<file path="src/hdl/ddgp_pkg.sv">
package ddgp_pkg;

	localparam int CFG_IDX_W  = 3;
	localparam int CFG_DATA_W = 32;

	typedef enum logic [CFG_IDX_W-1:0] {
		REG_TARGET_X       = 3'd0,
		REG_TARGET_Y       = 3'd1,
		REG_TARGET_HEADING = 3'd2,
		REG_DISTANCE_GAIN  = 3'd3,
		REG_HEADING_GAIN   = 3'd4,
		REG_WHEEL_BASE     = 3'd5,
		REG_WHEEL_RADIUS   = 3'd6
	} reg_idx_t;

	typedef struct packed {
		logic signed [31:0] pose_x;
		logic signed [31:0] pose_y;
		logic signed [31:0] pose_heading;
	} pose_t;

	typedef struct packed {
		logic signed [31:0] left_speed;
		logic signed [31:0] right_speed;
	} speeds_t;

	// Square root: 64-bit radicand, one root bit per stage.
	localparam int RAD_W    = 64;
	localparam int ROOT_W   = 32;
	localparam int SQ_REM_W = 34;

	// Turn term w * wheel_base, as sign and magnitude.
	localparam int WL_W  = 55;
	localparam int N_W   = 57;
	localparam int MAG_W = 56;

	// Wheel speed division: 31 quotient bits, one per stage.
	localparam int DEN_W  = 32;
	localparam int QUO_W  = 31;
	localparam int Q_FRAC = 16;
	localparam int MLO_W  = 15;

	typedef struct packed {
		logic            neg;
		logic [WL_W-1:0] mag;
	} wl_t;

	typedef struct packed {
		logic neg;
		logic ovf;
	} dv_side_t;

	typedef struct packed {
		dv_side_t         side;
		logic [DEN_W-1:0] rem0;
		logic [MLO_W-1:0] mlo;
	} dv_prep_t;

endpackage

</file>
<file path="src/hdl/ddgp_div.sv">
module ddgp_div (
	input  logic                        clk,
	input  logic                        arst_n,
	input  logic                        en,
	input  logic                        in_v,
	input  ddgp_pkg::dv_prep_t          prep,
	input  logic [ddgp_pkg::DEN_W-1:0]  den,
	output logic                        out_v,
	output logic [ddgp_pkg::QUO_W-1:0]  quo,
	output ddgp_pkg::dv_side_t          side_out
);
	import ddgp_pkg::*;

	logic             v_s    [QUO_W];
	logic [DEN_W-1:0] rem_s  [QUO_W];
	logic [QUO_W-1:0] quo_s  [QUO_W];
	logic [MLO_W-1:0] mlo_s  [QUO_W];
	dv_side_t         side_s [QUO_W];

	// Restoring division of |n| * 2^16 by the denominator, one quotient bit per stage.
	for (genvar i = 0; i < QUO_W; i++) begin : g_stage
		logic             pv;
		logic [DEN_W-1:0] prem;
		logic [QUO_W-1:0] pquo;
		logic [MLO_W-1:0] pmlo;
		dv_side_t         pside;
		logic             nb;
		logic [DEN_W:0]   sh;
		logic [DEN_W:0]   dx;
		logic             ge;

		if (i == 0) begin : g_first
			assign pv    = in_v;
			assign prem  = prep.rem0;
			assign pquo  = '0;
			assign pmlo  = prep.mlo;
			assign pside = prep.side;
		end else begin : g_next
			assign pv    = v_s[i-1];
			assign prem  = rem_s[i-1];
			assign pquo  = quo_s[i-1];
			assign pmlo  = mlo_s[i-1];
			assign pside = side_s[i-1];
		end

		if (QUO_W-1-i >= Q_FRAC) begin : g_num
			assign nb = pmlo[QUO_W-1-i-Q_FRAC];
		end else begin : g_zero
			assign nb = 1'b0;
		end

		assign sh = {prem, nb};
		assign dx = {1'b0, den};
		assign ge = (sh >= dx);

		always_ff @(posedge clk or negedge arst_n) begin
			if (!arst_n) begin
				v_s[i] <= 1'b0;
			end else if (en) begin
				v_s[i] <= pv;
			end
		end

		always_ff @(posedge clk) begin
			if (en) begin
				rem_s[i]  <= ge ? DEN_W'(sh - dx) : DEN_W'(sh);
				quo_s[i]  <= {pquo[QUO_W-2:0], ge};
				mlo_s[i]  <= pmlo;
				side_s[i] <= pside;
			end
		end
	end

	assign out_v    = v_s[QUO_W-1];
	assign quo      = quo_s[QUO_W-1];
	assign side_out = side_s[QUO_W-1];

endmodule

</file>
<file path="config.mk">
export PLATFORM = sky130hd
export DESIGN_NAME = ddgp_div
export DESIGN_NICKNAME = d
export VERILOG_FILES = /design/src/hdl/ddgp_pkg.sv /design/src/hdl/ddgp_div.sv
export SDC_FILE = /design/constraint.sdc
export NUM_CORES = 2
export LEC_CHECK = 0
export BUFFER_PORTS_ARGS = -buffer_cell sky130_fd_sc_hd__buf_2
export CORE_MARGIN = 3
export CORE_UTILIZATION = 26
export DETAILED_ROUTE_END_ITERATION = 7
export PLACE_DENSITY = 0.43
export SLEW_MARGIN = 20
export SYNTH_ARGS = -nofsm -noshare
export SYNTH_HDL_FRONTEND = slang
export SYNTH_SLANG_ARGS = --single-unit
</file>
<file path="constraint.sdc">
create_clock -name clk -period 7 [get_ports clk]
set_input_delay 0.7 -clock clk [delete_from_list [all_inputs] [get_ports clk]]
set_output_delay 0.7 -clock clk [all_outputs]
set_load 0.01 [all_outputs]
</file>
==> flow_metrics.tcl <==
set metrics [dict create \
    status "finished, final reports clean" \
    drtIter0Drc 5750 \
    cts_tree "done" \
    die_y_um 653 \
    p_int_uw 37400 \
    die_width_um 653 \
    peakVddDrop_mv 0.212 \
    switching_share_pct 41.4 \
    routedWlPerCell_um 21.9 \
    clockBufferDepth 4 \
    core_region_area_um2 417000 \
    p_per_area_nw_per_um2 513 \
    startpoint_type "input pin" \
    whs_ns 0.110 \
    drive_gt1_share_pct 10.2 \
    cts-root-buf "clkbuf_16" \
    start_util_pct 26.1 \
    maxSlewHeadroom_pct 19.9 \
    seq_power_share_pct 30.2 \
    fin_nets 11700 \
    hpwlAfterDp_um 260000 \
    cts.reportedPaths.clkPinSlew_ns 0.06 \
    synth_fp_nets 11400 \
    synthArstFlopShare_pct 1.87 \
    min_period_ns 4.88 \
    setup-tns-final_ns 0 \
    grt_pass1_vias 81000 \
    synth.cell_area_um2 109000 \
    drt-met1-wl_um 159000 \
    post_cts_buffers 0 \
    fin_skew_ns 0.0653 \
    grt_pass1_wl_um 525000 \
    synthCells 10300 \
    min_path_type "input pin to flop" \
    drt-total-wl_um 355000 \
    io_buffers 118 \
    period_share_pct 69.7 \
    antenna_found_initial 19 \
    layout_commonest_cell "edfxtp_1" \
    crit_buf_inv 5 \
    cp.depth 16 \
    crit_type "input pin to flop" \
    worstMarginPinSlew_ns 1.19 \
    met2WireLength_um 169000 \
    dieArea_um2 427000 \
    drc_errors 0 \
    met3WireLength_um 13900 \
    cts_made_buffers 213 \
    p_leak_uw 0.0483 \
    crit_path_cell_trace "buf_4, inv_2, buf_4, ha_1, nor2b_1, o21bai_1, a31o_2, a2111o_1, a21oi_1, buf_4, a31oi_1, o21ai_1, a31oi_1, a22o_2, buf_4, mux2_2" \
    clkSinkCount 1654 \
    setup_viol 0 \
    switchingPower_uw 26400 \
    hold_violations 0 \
    nFillCells 42800 \
    rr_worst_depth 14 \
    crit_fanout 36 \
    vias_per_cell 5.04 \
    ys_ff_latch 1654 \
    final_cell_mix "edfxtp_1 (1623), a21oi_1 (1011), ha_1 (991), nand2_1 (803), o21ai_0 (793)" \
    clkPwrFrac_pct 17.9 \
    route.vias.total 81800 \
    maxCapViolCount 0 \
    end_kind "flop" \
    yosys_warnings 0 \
    clk_latency_ns 0.95 \
    drt_pass1_iterations 5 \
    synth.avg_cell_area_um2 10.5 \
    antenna_left 0 \
    critPathMostFrequentCell "buf_4" \
    routabilityCongestion 0.884 \
    io_pins 119 \
    hold_depth 3 \
    comb_power_share_pct 51.8 \
    max_stage_delay_ns 0.72 \
    htree_levels 4 \
    ys_types 98 \
    synth_flop_cell "edfxtp_1" \
    arrival_ns 5.54 \
    synth_edf_count 1623 \
    area_delta_synth_final_pct 14.2 \
    grt_max_degree 168 \
    rsz0062_at_grt "false" \
    ys_seq_area_share_pct 45.4 \
    gr-total-overflow 0 \
    rows 237 \
    track_usage_pct 16.1 \
    cp_data_required_time_ns 7.67 \
    cp_slowest_cell "inv_2" \
    max_freq_mhz 205 \
    crit_family "compound AO/OA/AOI/OAI gates" \
    routed.top_layer "met5" \
    slew_viol_final 0 \
]
-- synthesized netlist by cell type (27+ instances only) --
library cell / number / share of area [%]
edfxtp_1: 1623 / 45
a21oi_1: 1012 / 4.6
ha_1: 991 / 11
nand2_1: 803 / 2.8
o21ai_0: 793 / 3.6
nor2_1: 688 / 2.4
a21o_1: 529 / 3.6
xnor2_1: 492 / 4.0
mux2_2: 374 / 3.9
xor2_1: 315 / 2.5
inv_1: 313 / 1.1
clkbuf_1: 209 / 0.72
nand3_1: 203 / 0.93
nand4_1: 165 / 0.95
nor2b_1: 161 / 0.92
nor3_1: 144 / 0.66
nand2b_1: 137 / 0.79
o21a_1: 132 / 0.91
o21bai_1: 121 / 0.83
a31oi_1: 101 / 0.58
a211oi_1: 80 / 0.55
and3_1: 72 / 0.41
o31ai_1: 67 / 0.46
buf_2: 58 / 0.27
o211ai_1: 46 / 0.32
and2_1: 42 / 0.24
nor4_1: 37 / 0.21
or3_1: 35 / 0.20
dfrtp_1: 31 / 0.71
fa_1: 30 / 0.55
a211o_1: 29 / 0.23
a21boi_0: 27 / 0.19
-- power groups by stage --
stage | Clock, uW | Sequential (uW) | Combinational (uW)
finish | 11400 | 19300 | 33100
global route | 12300 | 19600 | 36900
CTS | 12000 | 19400 | 33000
detailed placement | 0 | 19500 | 32700
global placement | 0 | 19700 | 32500
floorplan | 0 | 17600 | 25300
-- registers in the layout, summed over array words and instances, names as in the netlist --
register / count
rem_s: 960
quo_s: 496
mlo_s: 105
side_s: 62
g_stage.pv: 30
out_v: 1
-- final timing paths --
check / from / endpoint / slack [ns]
worst max-delay path: den[1] / rem_s[7][16] / 2.12
worst min-delay path: prep[43] / rem_s[0][29] / 0.11
worst max register to register: mlo_s[3][1] / rem_s[13][30] / 2.60
worst min register to register: quo_s[26][20] / quo_s[27][21] / 0.40
max in group asynchronous: arst_n / g_stage[26].pv / 6.22
min in group asynchronous: arst_n / g_stage[5].pv / 0.35
-- layout make-up --
| type | instances | area [um2] | share of cell area [%] |
|---|---|---|---|
| inverter | 316 | 1210 | 0.971 |
| multi-input combinational | 8069 | 57300 | 46.0 |
| sequential | 1654 | 49500 | 39.8 |
| timing repair buffer | 303 | 2450 | 1.97 |
| antenna | 3 | 7.51 | 0.00603 |
| tap | 5497 | 6880 | 5.52 |
| clock buffer | 265 | 5620 | 4.51 |
| clock inverter | 132 | 1550 | 1.25 |
-- per-layer routing --
metal | vias up | global-route usage, %
li1 | 39600 | -
met1 | 39900 | 21.0
met2 | 1811 | 27.5
met3 | 501 | 1.82
met4 | 2 | 5.74
met5 | - | 0
-- kinds of logic (layout without fill, tap and decap cells) --
group                      count (synthesis)  after routing  synth area share (%)
other                                      0              3                     0
xor gates and xnor gates                 807            807                  6.49
DFF                                     1654           1654                  45.4
adders and majority gates               1021           1021                  11.9
buffers and inverters                    612           1016                  2.25
muxes                                    401            401                  4.11
AOI/OAI and AO/OA                       3232           3232                  18.5
and+or+nand+nor                         2608           2608                  11.3
-- repair_timing --
item / CTS / global route
hold buffers: 18 / 0
resized for setup: 0 / 0
endpoints found under the hold margin: 48 / 0
-- worst min-delay path, delay by kind of cell --
kind,cells,cell delay (ns)
AND/OR/NAND/NOR,1,0.05
buffers and inverters,1,0.10
AO/OA/AOI/OAI,1,0.07
-- metrics by stage --
step | cell area [um2] | total power, uW | utilization, % | instances | worst slack, ns
3_3_place_gp | 117000 | 52200 | 28.1 | 15800 | 1.12
5_1_grt | 124000 | 68800 | 29.9 | 16200 | 1.86
4_1_cts | 124000 | 64400 | 29.9 | 16200 | 2.20
3_5_place_dp | 117000 | 52300 | 28.1 | 15800 | 1.17
6_report | 124000 | 63800 | 29.9 | 16200 | 2.12
2_1_floorplan | 109000 | 42900 | - | 10300 | 2.51
(Power assumes the default switching activity.)
